<file path="src/dtls_pkg.sv">
package dtls_pkg;

  localparam int RANGE_W = 24;
  localparam int LABEL_W = 17;
  localparam int IN_LABEL_W = 16;
  localparam int PIX_W = 9;
  localparam int DIM_W = 10;
  localparam int CNT_W = 8;
  localparam int CMD_W = 2;
  localparam int CFG_IDX_W = 3;
  localparam int CFG_DATA_W = 24;
  // signed pixel coordinate: covers a centre plus or minus the widest box
  localparam int COORD_W = 11;
  localparam int WORD_W = LABEL_W + RANGE_W;

  localparam logic [CMD_W-1:0] CMD_CLEAR = 2'd0;
  localparam logic [CMD_W-1:0] CMD_SPLAT = 2'd1;
  localparam logic [CMD_W-1:0] CMD_READ  = 2'd2;

  localparam logic [CFG_IDX_W-1:0] CFG_SPLAT_EN = 3'd0;
  localparam logic [CFG_IDX_W-1:0] CFG_WIDTH    = 3'd1;
  localparam logic [CFG_IDX_W-1:0] CFG_HEIGHT   = 3'd2;
  localparam logic [CFG_IDX_W-1:0] CFG_MAX_RNG  = 3'd3;
  localparam logic [CFG_IDX_W-1:0] CFG_FACTOR_X = 3'd4;
  localparam logic [CFG_IDX_W-1:0] CFG_FACTOR_Y = 3'd5;

  localparam logic [LABEL_W-1:0] LABEL_EMPTY = 17'h1FFFF;
  localparam logic [CNT_W-1:0]   CNT_MAX     = 8'hFF;

endpackage

</file>
<file path="src/dtls_radius.sv">
// ceil(factor / depth) by repeated addition of depth, one step per cycle,
// both axes side by side, stopping at the radius limit.
module dtls_radius
  import dtls_pkg::*;
#(
  parameter int MAX_R = 7,
  parameter int RW = 3
) (
  input  logic               clk,
  input  logic               rst_n,
  input  logic               start,
  input  logic [RANGE_W-1:0] factor_x,
  input  logic [RANGE_W-1:0] factor_y,
  input  logic [RANGE_W-1:0] depth,
  output logic               done,
  output logic [RW-1:0]      rad_x,
  output logic [RW-1:0]      rad_y
);

  localparam int ACC_W = RANGE_W + RW;
  localparam logic [RW-1:0] R_LIMIT = RW'(MAX_R);

  logic               busy_r;
  logic               done_r;
  logic [RW-1:0]      rx_r;
  logic [RW-1:0]      ry_r;
  logic [ACC_W-1:0]   accx_r;
  logic [ACC_W-1:0]   accy_r;
  logic [RANGE_W-1:0] fx_r;
  logic [RANGE_W-1:0] fy_r;
  logic [RANGE_W-1:0] dep_r;
  logic               stop_x;
  logic               stop_y;

  assign stop_x = (rx_r == R_LIMIT) || (accx_r >= ACC_W'(fx_r));
  assign stop_y = (ry_r == R_LIMIT) || (accy_r >= ACC_W'(fy_r));

  always_ff @(posedge clk) begin
    if (!rst_n) begin
      busy_r <= 1'b0;
      done_r <= 1'b0;
    end else begin
      done_r <= busy_r && !start && stop_x && stop_y;
      if (start) begin
        busy_r <= 1'b1;
        fx_r   <= factor_x;
        fy_r   <= factor_y;
        dep_r  <= depth;
        accx_r <= '0;
        accy_r <= '0;
        // zero depth with a live factor goes straight to the limit
        rx_r   <= (depth == '0 && factor_x != '0) ? R_LIMIT : '0;
        ry_r   <= (depth == '0 && factor_y != '0) ? R_LIMIT : '0;
      end else if (busy_r) begin
        if (stop_x && stop_y) begin
          busy_r <= 1'b0;
        end else begin
          if (!stop_x) begin
            accx_r <= accx_r + ACC_W'(dep_r);
            rx_r   <= rx_r + 1'b1;
          end
          if (!stop_y) begin
            accy_r <= accy_r + ACC_W'(dep_r);
            ry_r   <= ry_r + 1'b1;
          end
        end
      end
    end
  end

  assign done  = done_r;
  assign rad_x = rx_r;
  assign rad_y = ry_r;

endmodule
</file>
<file path="config.mk">
export PLATFORM = sky130hd
export DESIGN_NAME = dtls_radius
export DESIGN_NICKNAME = d
export VERILOG_FILES = /design/src/dtls_pkg.sv /design/src/dtls_radius.sv
export SDC_FILE = /design/constraint.sdc
export NUM_CORES = 1
export LEC_CHECK = 0
export BUFFER_PORTS_ARGS = -buffer_cell sky130_fd_sc_hd__buf_2
export CORE_UTILIZATION = 59
export CTS_BUF_LIST = sky130_fd_sc_hd__clkbuf_8
export DETAILED_ROUTE_END_ITERATION = 16
export GPL_TIMING_DRIVEN = 0
export PLACE_DENSITY = 0.8
export REMOVE_ABC_BUFFERS = 1
export SYNTH_ARGS = -nofsm -noshare
export SYNTH_HDL_FRONTEND = slang
export SYNTH_SLANG_ARGS = --single-unit
</file>
<file path="constraint.sdc">
create_clock -name clk -period 5.6 [get_ports clk]
set_input_delay 0.28 -clock clk [delete_from_list [all_inputs] [get_ports clk]]
set_output_delay 0.28 -clock clk [all_outputs]
set_load 0.02 [all_outputs]
</file>
### After elaboration in Yosys (flattened, before gate mapping)

Cells that the tools add are included.
Widths: inputs -> output; s select.

| word-level totals | value |
|---|---|
| word-level logic and storage cells | 55 |
| input bits | 75 |
| output and inout bits | 7 |
| bits in registers | 134 |

| operators by class | value |
|---|---|
| muxes and demuxes | 19 |
| magnitude comparators | 2 |
| reductions and logical operators | 16 |
| add/sub/neg operators | 4 |
| equality and inequality tests | 5 |

Operator list:

| operator | number |
|---|---|
| $mux 27 | 6 |
| $add 27x24->27 | 2 |
| $ge 27x24->1 | 2 |
| $reduce_bool 24->1 | 2 |
| $mux 3 | 10 |
| $logic_not 24->1 | 1 |
| $reduce_and 4->1 | 2 |
| $add 3x1->3 const B | 2 |
| $eq 3x3->1 const B | 2 |
| $logic_and 1x1->1 | 6 |
| $ne 2x2->1 const B | 3 |
| $mux 1 | 3 |
| $logic_or 1x1->1 | 2 |
| $reduce_and 2->1 | 1 |
| $reduce_bool 2->1 | 1 |
| $logic_not 1->1 | 1 |

### Logic depth before layout (Yosys ltp)

Gate-level depths: netlist (run 1).

| depth | value |
|---|---|
| word-level depth | 6 |
| mapped depth | 10 |
| mapped depth without buffers | 10 |

### Worst setup path before layout (run 1)

Ideal clock, no wire load.

| timing | value |
|---|---|
| path type | reg-to-reg |
| from | reg accy_r[16] |
| to | reg accy_r[0], enable pin |
| clock period less this slack | 4.179 ns |
| slack | 1.421 ns |
| setup time | 0.459 ns |
| required time | 5.141 ns |
| buffers on the path | 0 |
| data arrival time | 3.720 ns |
| stages on the path, launching flop included | 8 |
| path through | edfxtp_1 -> ha_1 -> a21o_1 -> a21o_1 -> a21oi_1 -> o21ai_0 -> a311o_1 -> o21ai_0 |

| on the way | value |
|---|---|
| cells in the longest elaborated chain, start to end | 5 |
| elaborated cells on any way between the ends | 6 |
| those cells by class | 1 x order compare; 2 x eq/ne; 3 x reduce/logical |

RTL lines:

| what | RTL line | text |
|---|---|---|
| start: declaration | dtls_radius.sv:28 | `logic [ACC_W-1:0] accy_r;` |
| start signal: assignment | dtls_radius.sv:63 | `accy_r <= accy_r + ACC_W'(dep_r);` |
| $ge 27x24->1 (*) | dtls_radius.sv:36 | `assign stop_y = (ry_r == R_LIMIT) \|\| (accy_r >= ACC_W'(fy_r));` |
| $logic_or 1x1->1 (*) | dtls_radius.sv:36 |  |
| $logic_and 1x1->1 | dtls_radius.sv:55 | `if (stop_x && stop_y) begin` |
| $ne 2x2->1 (no line) | n/a |  |
| $reduce_and 4->1 (no line) (*) | n/a |  |

Every way passes the cells marked *; elsewhere a longest branch is shown, timed or not.
A chain may end at the register's enable or synchronous reset.

### Final worst setup path (run 1)

| timing | value |
|---|---|
| from | reg accy_r[1] |
| to | reg accy_r[5], enable pin |

Same word-level chain as after synthesis.

==> impl_results.md, run 1 <==
* Status: completed
* Ports at 82
* Total Die Area at 14820 µm²
* Routability cong. at 0.9429
* Final Total Pwr at 2749 µW
* First-pass GRT wire length at 32130 µm
* Unrepaired setup endpoints after global routing: false
* TritonCTS clock tree: done
* Clk Latency, worst-skew pair at between 0.4 and 0.5 ns
* CTS Root Cell: clkbuf_8
* WL/cell at 17.49 µm
* Port Buffers at 81
* Iteration-0 DRC Markers at about 540
* Post-synth EDFFs at 132
* Fmax at 0.3326 GHz
* Critical Path RT at 5.69 ns
* Commonest non-fill, non-tap cell in the layout: edfxtp_1
* Fill count at about 1000
* Startpoint Class: register
* Pint at about 1900 µW
* Area growth syn-to-layout at 18.55%
* Power Dens Cells at 274.2 nW/µm²
* Synth Area per Inst at 10.52 µm²
* Commonest non-fill, non-tap cells in the layout: edfxtp_1, ha_1, buf_2
* Setup crit end: accy_r[5]
* Slew Limit Fails at 0
* Synth area leaders: edfxtp_1, ha_1, a21oi_1
* Critical path arrival at 3.09 ns
* Fin area at 10030 µm²
* # H-tree levels at 4
* Vias in the first global route at 6642
* Yosys cell types at 63
* Die W at 121.7 µm
* Ys async rst share at 0%
* Initial Utilization at 60.70%
* Drt via density at 5.836
* Slew HR at 9.182%
* Fin crit share at 53.69%
* Flop pwr share at 45.2%
* Cell Area, Placed at 9081 µm²
* Worst Clk Skew at 0.01975 ns
* Synth warn at 0
* Hold Crit Start: factor_y[4]
* Post-route DRC at 0
* GRT Util Overall at 28.88%
* Row count at 43
* R2r endpoint: accy_r[5]
* Final worst slack at 2.593 ns
* Clk buf depth at 2
* Comb power frac at 24.1%
* Post-Synthesis Cell Area at 8458 µm²
* CTS sink cnt at ~130
* Final hold vios at 0
* Hold Path Class: in -> reg
* Cts bufs inserted at 17
* Grt ovf at 0
* TritonRoute pass-1 iters at 6
* Clock share of power at 30.7%
* Gate Count Post-Synth at 804
* Worst r2r path cells at 7
* CP startpoint: accy_r[1]
* Worst-path clk slew at 0.09 ns
* Worst Tran Pin Value at 1.362 ns
* N_diodes at 0
* Fin Setup TNS at 0 ns
* Sequential area share after synthesis at 47.34%
* Antenna violations before repair at 0
* Min Tclk post-route at 3.007 ns
* Post_cts resized at 0
* Register Area at 4004 µm²
* CORE AREA at 13930 µm²
* Die Span Y at 121.7 µm
* Final setup viols at 0
* Hold Buf Count CTS at 54
* Nets at 1121
* Share of cells above drive strength 1 at 14.42%
* Setup bufs post-CTS at 0
* Static leakage at roughly 0.0042 µW
* Kind of critical path: reg -> reg
* Total Wirelength at 19890 µm
* Largest area contributor in the netlist: edfxtp_1
* Place WS at 2.549 ns
* Endpoint class of the critical path: register
* Area of the multi-input gates at 4158 µm²
* Post-DP HPWL at between 10000 and 15000 µm
* Largest fanout on the critical path at 30
* R2R setup slack at 2.59 ns
* Yosys reg bits at between 100 and 150
* Pin count of the biggest net entering global routing at 73
* Switching share of power at 31.32%
* Post-layout util at 71.96%
* Max rail drop VDD at 0.1898 mV
* NetSw at 861.0 µW
* Max-cap violations at 0
* RR Startpoint: accy_r[1]
* ANT nets after route at 0
* Routed via count at 6636
* Synth top area share at 46.86%
* Main flop type after synthesis: edfxtp_1
==> per-layer routing <==
| layer | wire [µm] | track usage [%] | part of all wire (%) |
|---|---|---|---|
| met1 | 8420 | 36.99 | 42 |
| met2 | 9922 | 49.50 | 50 |
| met3 | 1056 | 4.167 | 5.3 |
| met4 | 490 | 11.03 | 2.5 |
| met5 | 0 | 0 | 0 |
==> Yosys cell counts (all sizes together) (2+ instances only) <==
cell type and n:
edfxtp 132, ha 100, nor2 80, a21oi 69
inv 69, nand2 51, o21ai 45, nor4 23
xor2 22, nand3 20, a21o 19, xnor2 16
nand4 14, a211oi 11, clkbuf 11, nor2b 11
nor3 11, nand2b 10, and2 7, o211ai 7
o21bai 6, a31oi 5, mux2 5, nor3b 5
o21a 5, o31ai 5, buf 4, or2 4
or3 4, a211o 3, a221oi 2, a41o 2
dfxtp 2, fa 2, nand4b 2, o21ba 2
o311ai 2, o31a 2, o41ai 2
==> critical path, stage by stage, from the launching register on <==
cell      delay (ns)
edfxtp_1        0.45
ha_1            0.32
nor2b_1         0.13
o21a_1          0.15
o21ai_0         0.21
a21oi_1         0.14
a311o_1         0.42
o21ai_4         0.78
==> stage by stage <==
step	cells	hold WS (ns)
6_report	1137	0.01814
5_1_grt	1137	0.01001
4_1_cts	1137	0.0005613
3_5_place_dp	1051	0.4725
3_3_place_gp	1050	0.4718
2_1_floorplan	789	0.3561
==> power by group through the flow <==
stage	Sequential [µW]	Clock, µW	Combinational (µW)
detailed placement	1260	0	612
CTS	1240	843	650
floorplan	1250	0	456
global placement	1270	0	591
global route	1250	886	741
finish	1240	844	663
==> state kept, by name, summed over array words and instances, names as in the netlist <==
name and flops:
accy_r 27, rad_y 3, done 1, accx_r 27
fx_r 24, rad_x 3, busy_r 1, dep_r 24
fy_r 24
==> layout make-up <==
type,instances,area share (%)
Multi-Input combinational cell,586,41.47
Clock buffer,17,2.333
Tap cell,180,2.246
Timing Repair Buffer,136,9.708
Sequential cell,134,39.93
Inverter,69,2.608
Clock inverter,15,1.710
==> worst min-delay path by stage <==
| stage | to | slack, ns | cells past startpoint |
|---|---|---|---|
| floorplan | done | 0.36 | 1 |
| global placement | fy_r[19] | 0.47 | 1 |
| detailed placement | fy_r[1] | 0.47 | 1 |
| CTS | dep_r[20] | 0.0006 | 1 |
| global route | fy_r[4] | 0.01 | 1 |
| finish | fy_r[4] | 0.02 | 1 |
==> logic make-up after synthesis <==
kind of cell	share of synthesized area, %
AND/OR/NAND/NOR	14.35
XOR/XNOR	3.935
multiplexers	0.6656
adder cells (fa/ha/maj)	15.27
AO/OA/AOI/OAI	14.67
flip-flops	47.34
buffers and inverters	3.772
(Power assumes the default switching activity.)
==> run 2: changes to the inputs <==
Settings changed: ABC_AREA from default to 1, CORE_UTILIZATION 59 to 56, PLACE_DENSITY 0.8 to 0.79.
Clock period 5.6 ns to 2.75 ns, I/O delays scaled along.
==> impl_results.md, run 2 <==
* Worst Clk Skew at a little over 0.007 ns
* Hold WS at 0.05532 ns
* Routed via count at 8201
* TritonRoute pass-1 iters at 5
* Critical path arrival at about 2.7 ns
* Status: completed
* Endpoint class of the critical path: register
* Synth warn at 0
* Routability cong. at 0.9851
* N_diodes at 0
* Area growth syn-to-layout at 20.48%
* Fin crit share at 90.34%
* Final hold vios at 0
* Crit path max-delay cell type: fa_1
* Vias in the first global route at 7525
* Largest area contributor in the netlist: edfxtp_1
* Critical Path RT at 2.97 ns
* Gate Count Post-Synth at 1081
* Ys async rst share at 0%
* Die Span Y at roughly 130 µm
* Post-synth EDFFs at 132
* Synth top area share at 43.63%
* Yosys reg bits at 134
* Post-route DRC at 0
* Finished Layout Cells at ~1500
* Slew HR at 32.10%
* Die W at approximately 130 µm
* Port Buffers at 81
* Final setup viols at 0
* Fmax at 0.4025 GHz
* Fill count at 1292
* Sequential area share after synthesis at 44.07%
* CTS sink cnt at 134
* Crit-path cells: ha_1 > inv_1 > fa_1 > o21ai_2 > inv_2 > o21ai_2 > nand3_1 > nand3_1 > nand2_1 > nand2_1 > nor2_1
* WL/cell at 15.85 µm
* Largest family of logic cells by synthesized area: simple AND/OR/NAND/NOR gates
* Mux contribution to synthesized area at 0%
* Drt via density at around 5.5
* Power Dens Cells at 502.5 nW/µm²
* Top cells by count, synth: nand2_1, inv_1, edfxtp_1
* Hold Crit Depth at 3
* CORE AREA at between 15000 and 20000 µm²
* Ports at 82
* Static leakage at roughly 0.005 µW
* Simple-gate share of the synthesized area at 23.29%
* Worst Tran Pin Value at 1.009 ns
* Post-DP HPWL at 16950 µm
* Register Area at between 4000 and 5000 µm²
* Placed Cells at 1374
* Largest fanout on the critical path at 5
* Max rail drop VDD at about 0.33 mV
* Iteration-0 DRC Markers at 939
* Hold Crit Start: rst_n
* # H-tree levels at 4
* Antenna violations before repair at 0
* Total Wirelength at 23480 µm
* Clk buf depth at 2
* Fin area at 10950 µm²
* Area of the multi-input gates at 4517 µm²
* R2r endpoint: accy_r[22]
* Unrepaired setup endpoints after global routing: false
* Total Die Area at 16740 µm²
* Yosys cell types at 39
* Commonest non-fill, non-tap cell in the layout: nand2_1
* Max-cap violations at 0
* Top-count cell post-synth: nand2_1
* GRT Util Overall at just under 30%
* Min Tclk post-route at 2.484 ns
* Hold endpoint: done
* Post-Synth Adder-Cell Area at 14.21%
* CTS Root Cell: clkbuf_8
* Synth Area per Inst at 8.404 µm²
* Share of cells above drive strength 1 at 11.46%
* Commonest non-fill, non-tap cells in the layout: nand2_1, inv_1, edfxtp_1
* Pin count of the biggest net entering global routing at 73
* Slew Limit Fails at 0
* Initial Utilization at a little under three fifths
* Grt ovf at 0
* Synth Area in XOR/XNOR at 0.1928%
* Main flop type after synthesis: edfxtp_1
* R2R setup slack at 0.27 ns
* Crit path depth at 11
* Startpoint Class: register
* Worst-path clk slew at around 0.080 ns
* Worst Path Buf+Inv at 2
* First-pass GRT wire length at 36560 µm
* Clk Latency, worst-skew pair at 0.47 ns
* TritonCTS clock tree: done
* Slowest stage delay, CP at approximately 0.47 ns
* Cell Area, Placed at 9817 µm²
* Worst r2r path cells at 11
* Row count at 46
* ANT nets after route at 0
* Hold Path Class: in -> reg
* Synth Area in Compound Gates at a little under an eighth
* Nets at 1429
* Largest registers: accx_r: 27 flops, accy_r: 27 flops
* Post-Synthesis Cell Area at 9085 µm²
* Synth area leaders: edfxtp_1, ha_1, nand2_1
* Kind of critical path: reg -> reg
* Top Family by Delay on Critical Path: adder cells
* RR Startpoint: dep_r[0]
* Cts bufs inserted at 17
## run 2: changes by cell type after synthesis, sizes merged, moves of 13 or more
cell | previous run | this run
nand2 | 51 | 252
inv | 69 | 150
nor2 | 80 | 135
a21oi | 69 | 102
nand3 | 20 | 45
xor2 | 22 | 1
xnor2 | 16 | 1
o21ai | 45 | 58
## run 2: report_power, final
group | internal, µW | switching, µW | total (µW)
logic | 526 | 849 | 1370
registers | 2420 | 90.3 | 2510
clock network | 789 | 827 | 1620
total | 3730 | 1770 | 5500
## run 2: how the worst max path moves through the flow
| stage | from | slack [ns] | endpoint |
|---|---|---|---|
| 2_1_floorplan | accy_r[18] | -1.15 | accy_r[0] |
| 4_1_cts | accy_r[6] | 0.11 | accy_r[14] |
| 6_report | dep_r[0] | 0.27 | accy_r[22] |
| 5_1_grt | dep_r[0] | 0.09 | accy_r[22] |
| 3_3_place_gp | start | -2.83 | rad_y[0] |
| 3_5_place_dp | accy_r[6] | 0.12 | rad_y[1] |
## run 2: worst min-delay path, cell delays in order
cell     delay, ns
buf_2         0.11
nand2_1       0.14
nor2_1        0.08
## run 2: through the flow
stage	worst slack [ns]	utilization [%]	TNS, ns	power (µW)
final	0.2656	68.90	0	5500
after global placement	-2.828	61.29	-191.56	3756
after detailed placement	0.1186	61.80	0	3802
after floorplan	-1.150	-	-67.29	3424
after global routing	0.08917	68.90	0	5751
after CTS	0.1143	68.68	0	5470
## run 2: final cells by class
type / instances / area share, %
Clock buffer: 17 / 2.138
Clock inverter: 15 / 1.269
Inverter: 150 / 5.167
Multi-Input combinational cell: 791 / 41.27
Sequential cell: 134 / 36.58
Tap cell: 216 / 2.469
Timing Repair Buffer: 158 / 11.11
## run 2: logic make-up (layout without fill, tap and decap cells)
| logic type | Yosys count | in the layout |
|---|---|---|
| AND/OR/NAND/NOR | 495 | 495 |
| adder cells (fa/ha/maj) | 102 | 102 |
| flip-flops | 134 | 134 |
| AO/OA/AOI/OAI | 192 | 192 |
| XOR/XNOR | 2 | 2 |
| buffers and inverters | 156 | 340 |
## run 2: what timing repair did
item | 4_1_cts | 5_1_grt
resized for setup | 0 | 0
buffers inserted | 0 | 3
hold buffers | 72 | 0
hold endpoints to repair | 72 | 0
setup endpoints to repair | 0 | 41
## run 2: metal layers
layer,global-route usage [%],part of all wire (%),vias up
met4,11.83,2.7,0
met2,45.92,46,341
met5,0,0,-
met3,4.666,6.7,50
li1,-,-,4050
met1,39.69,44,3760
==> run 3: changes to the inputs <==
Settings changed: CORE_UTILIZATION 56 to 40, PLACE_DENSITY 0.79 to 0.6.
==> impl_results.md, run 3 (same netlist as run 2, synthesis figures left out) <==
* Post-route DRC at 0
* Pin count of the biggest net entering global routing at 73
* CORE AREA at 22030 µm²
* Ports at 82
* Fin Setup TNS at 0 ns
* Largest registers: accx_r: 27 flops, accy_r: 27 flops
* Hold Crit Start: rst_n
* Critical Path RT at 2.97 ns
* Final setup viols at 0
* Fin crit share at between 80% and 90%
* N_diodes at 0
* Iteration-0 DRC Markers at 590
* Hold Crit Depth at 3
* Drt via density at 5.059
* Commonest non-fill, non-tap cells in the layout: nand2_1, inv_1, edfxtp_1
* Finished Layout Cells at between 1500 and 2000
* Routed via count at between 7000 and 8000
* Static leakage at 0.004995 µW
* Die Span Y at ~150 µm
* Post-DP HPWL at ~18000 µm
* Port Buffers at 81
* Slew HR at 32.76%
* Slowest stage delay, CP at 0.47 ns
* Clk Latency, worst-skew pair at about 0.46 ns
* Grt ovf at 0
* Hold endpoint: done
* TritonRoute pass-1 iters at 7
* Hold Path Class: in -> reg
* Critical path arrival at 2.69 ns
* Clk buf depth at 2
* Row count at 54
* Worst r2r path cells at 11
* Placed Cells at 1439
* R2r endpoint: accy_r[22]
* Status: completed
* Initial Utilization at 41.25%
* # H-tree levels at 4
* Worst Path Buf+Inv at 2
* Vias in the first global route at 7222
* Crit path max-delay cell type: fa_1
* Power Dens Cells at between 500 and 600 nW/µm²
* Cts bufs inserted at 17
* CTS Root Cell: clkbuf_8
* Worst Clk Skew at 0.01130 ns
* ANT nets after route at 0
* Total Die Area at 23320 µm²
* Endpoint class of the critical path: register
* Min Tclk post-route at 2.471 ns
* Top Family by Delay on Critical Path: adder cells
* Unrepaired setup endpoints after global routing: false
* RR Startpoint: dep_r[0]
* Final hold vios at 0
* CTS sink cnt at about 130
* Max-cap violations at 0
* First-pass GRT wire length at 37540 µm
* GRT Util Overall at 20.92%
* Slew Limit Fails at 0
* Area growth syn-to-layout at 21.65%
* TritonCTS clock tree: done
* Die W at 152.7 µm
* Largest fanout on the critical path at 5
* Worst Tran Pin Value at roughly 1 ns
* Total Wirelength at 23870 µm
* Fmax at between 0.4 and 0.5 GHz
* Crit-path cells: ha_1 > inv_1 > fa_1 > o21ai_2 > inv_2 > o21ai_2 > nand3_1 > nand3_1 > nand2_1 > nand2_1 > nor2_1
* R2R setup slack at 0.28 ns
* Antenna violations before repair at 0
* Share of cells above drive strength 1 at 11.46%
* Nets at 1429
* Worst-path clk slew at roughly 0.090 ns
* Commonest non-fill, non-tap cell in the layout: nand2_1
* Routability cong. at 0.9343
* Max rail drop VDD at between 0.3 and 0.4 mV
* Kind of critical path: reg -> reg
* Startpoint Class: register
* WL/cell at 15.45 µm
## run 3: cell types whose count changed in the layout (fill, tap and decap cells not counted)
cell        previous run  this run
inv_6                  1         4
clkinv_2               4         1
clkinvlp_4             4         2
buf_12                 1         2
clkinv_4               1         3
buf_4                  2         1
## run 3: power breakdown
part	switching [µW]	internal, µW	leakage (µW)	total, µW
Combinational	840	527	0.00354	1370
Clock	868	808	0.000194	1680
Sequential	90.5	2420	0.00126	2510
Total	1800	3750	0.00499	5550
## run 3: repair_timing
item,4_1_cts,5_1_grt
buffers inserted,0,2
hold endpoints to repair,72,0
hold buffers,72,0
endpoints found under the setup margin,0,41
gates resized for setup,0,0
## run 3: how the worst max path moves through the flow
stage / startpoint / endpoint / slack [ns] / cells past startpoint
floorplan: accy_r[18] / accy_r[0] / -1.15 / 7
global placement: start / rad_y[0] / -3.05 / 3
detailed placement: accy_r[9] / rad_y[0] / 0.06 / 10
CTS: accy_r[9] / accy_r[13] / 0.06 / 10
global route: depth[18] / rad_y[0] / 0.06 / 7
finish: dep_r[0] / accy_r[22] / 0.28 / 11
## run 3: per-layer routing
metal  track usage (%)  up-vias  share of wire [%]
met5                 0        -                  0
met4             5.772        0                1.2
met3             3.100       19                4.8
met2             33.40      198                 46
met1             29.47     3544                 48
li1                  -     4055                  -
## run 3: worst register-to-register path: cells and delay by family (launching register included)
| kind | cells | cell delay, ns |
|---|---|---|
| flops | 1 | 0.39 |
| compound gates | 2 | 0.55 |
| fa+ha+maj | 2 | 0.69 |
| buf+inv | 2 | 0.19 |
| simple gates | 5 | 0.40 |
## run 3: stage by stage
step	setup WS [ns]	hold slack, ns	util, %	power, µW	instance area [µm²]
after CTS	0.05606	0.04280	50.05	5560	11020
after global placement	-3.050	0.3294	44.57	3789	9817
after global routing	0.06416	0.04680	50.18	5849	11050
final	0.2791	0.06434	50.18	5553	11050
after detailed placement	0.06322	0.3304	45.02	3819	9917
after floorplan	-1.150	0.2364	-	3424	9061
## run 3: final cells by class
| class | instances | area [µm²] |
|---|---|---|
| inverters | 150 | 565.5 |
| well taps | 280 | 350.3 |
| clock inverters | 15 | 152.6 |
| fillers | 2136 | 10970 |
| multi-input cells | 791 | 4517 |
| repair buffers | 158 | 1229 |
| clock buffers | 17 | 234.0 |
| flip-flops and latches | 134 | 4004 |
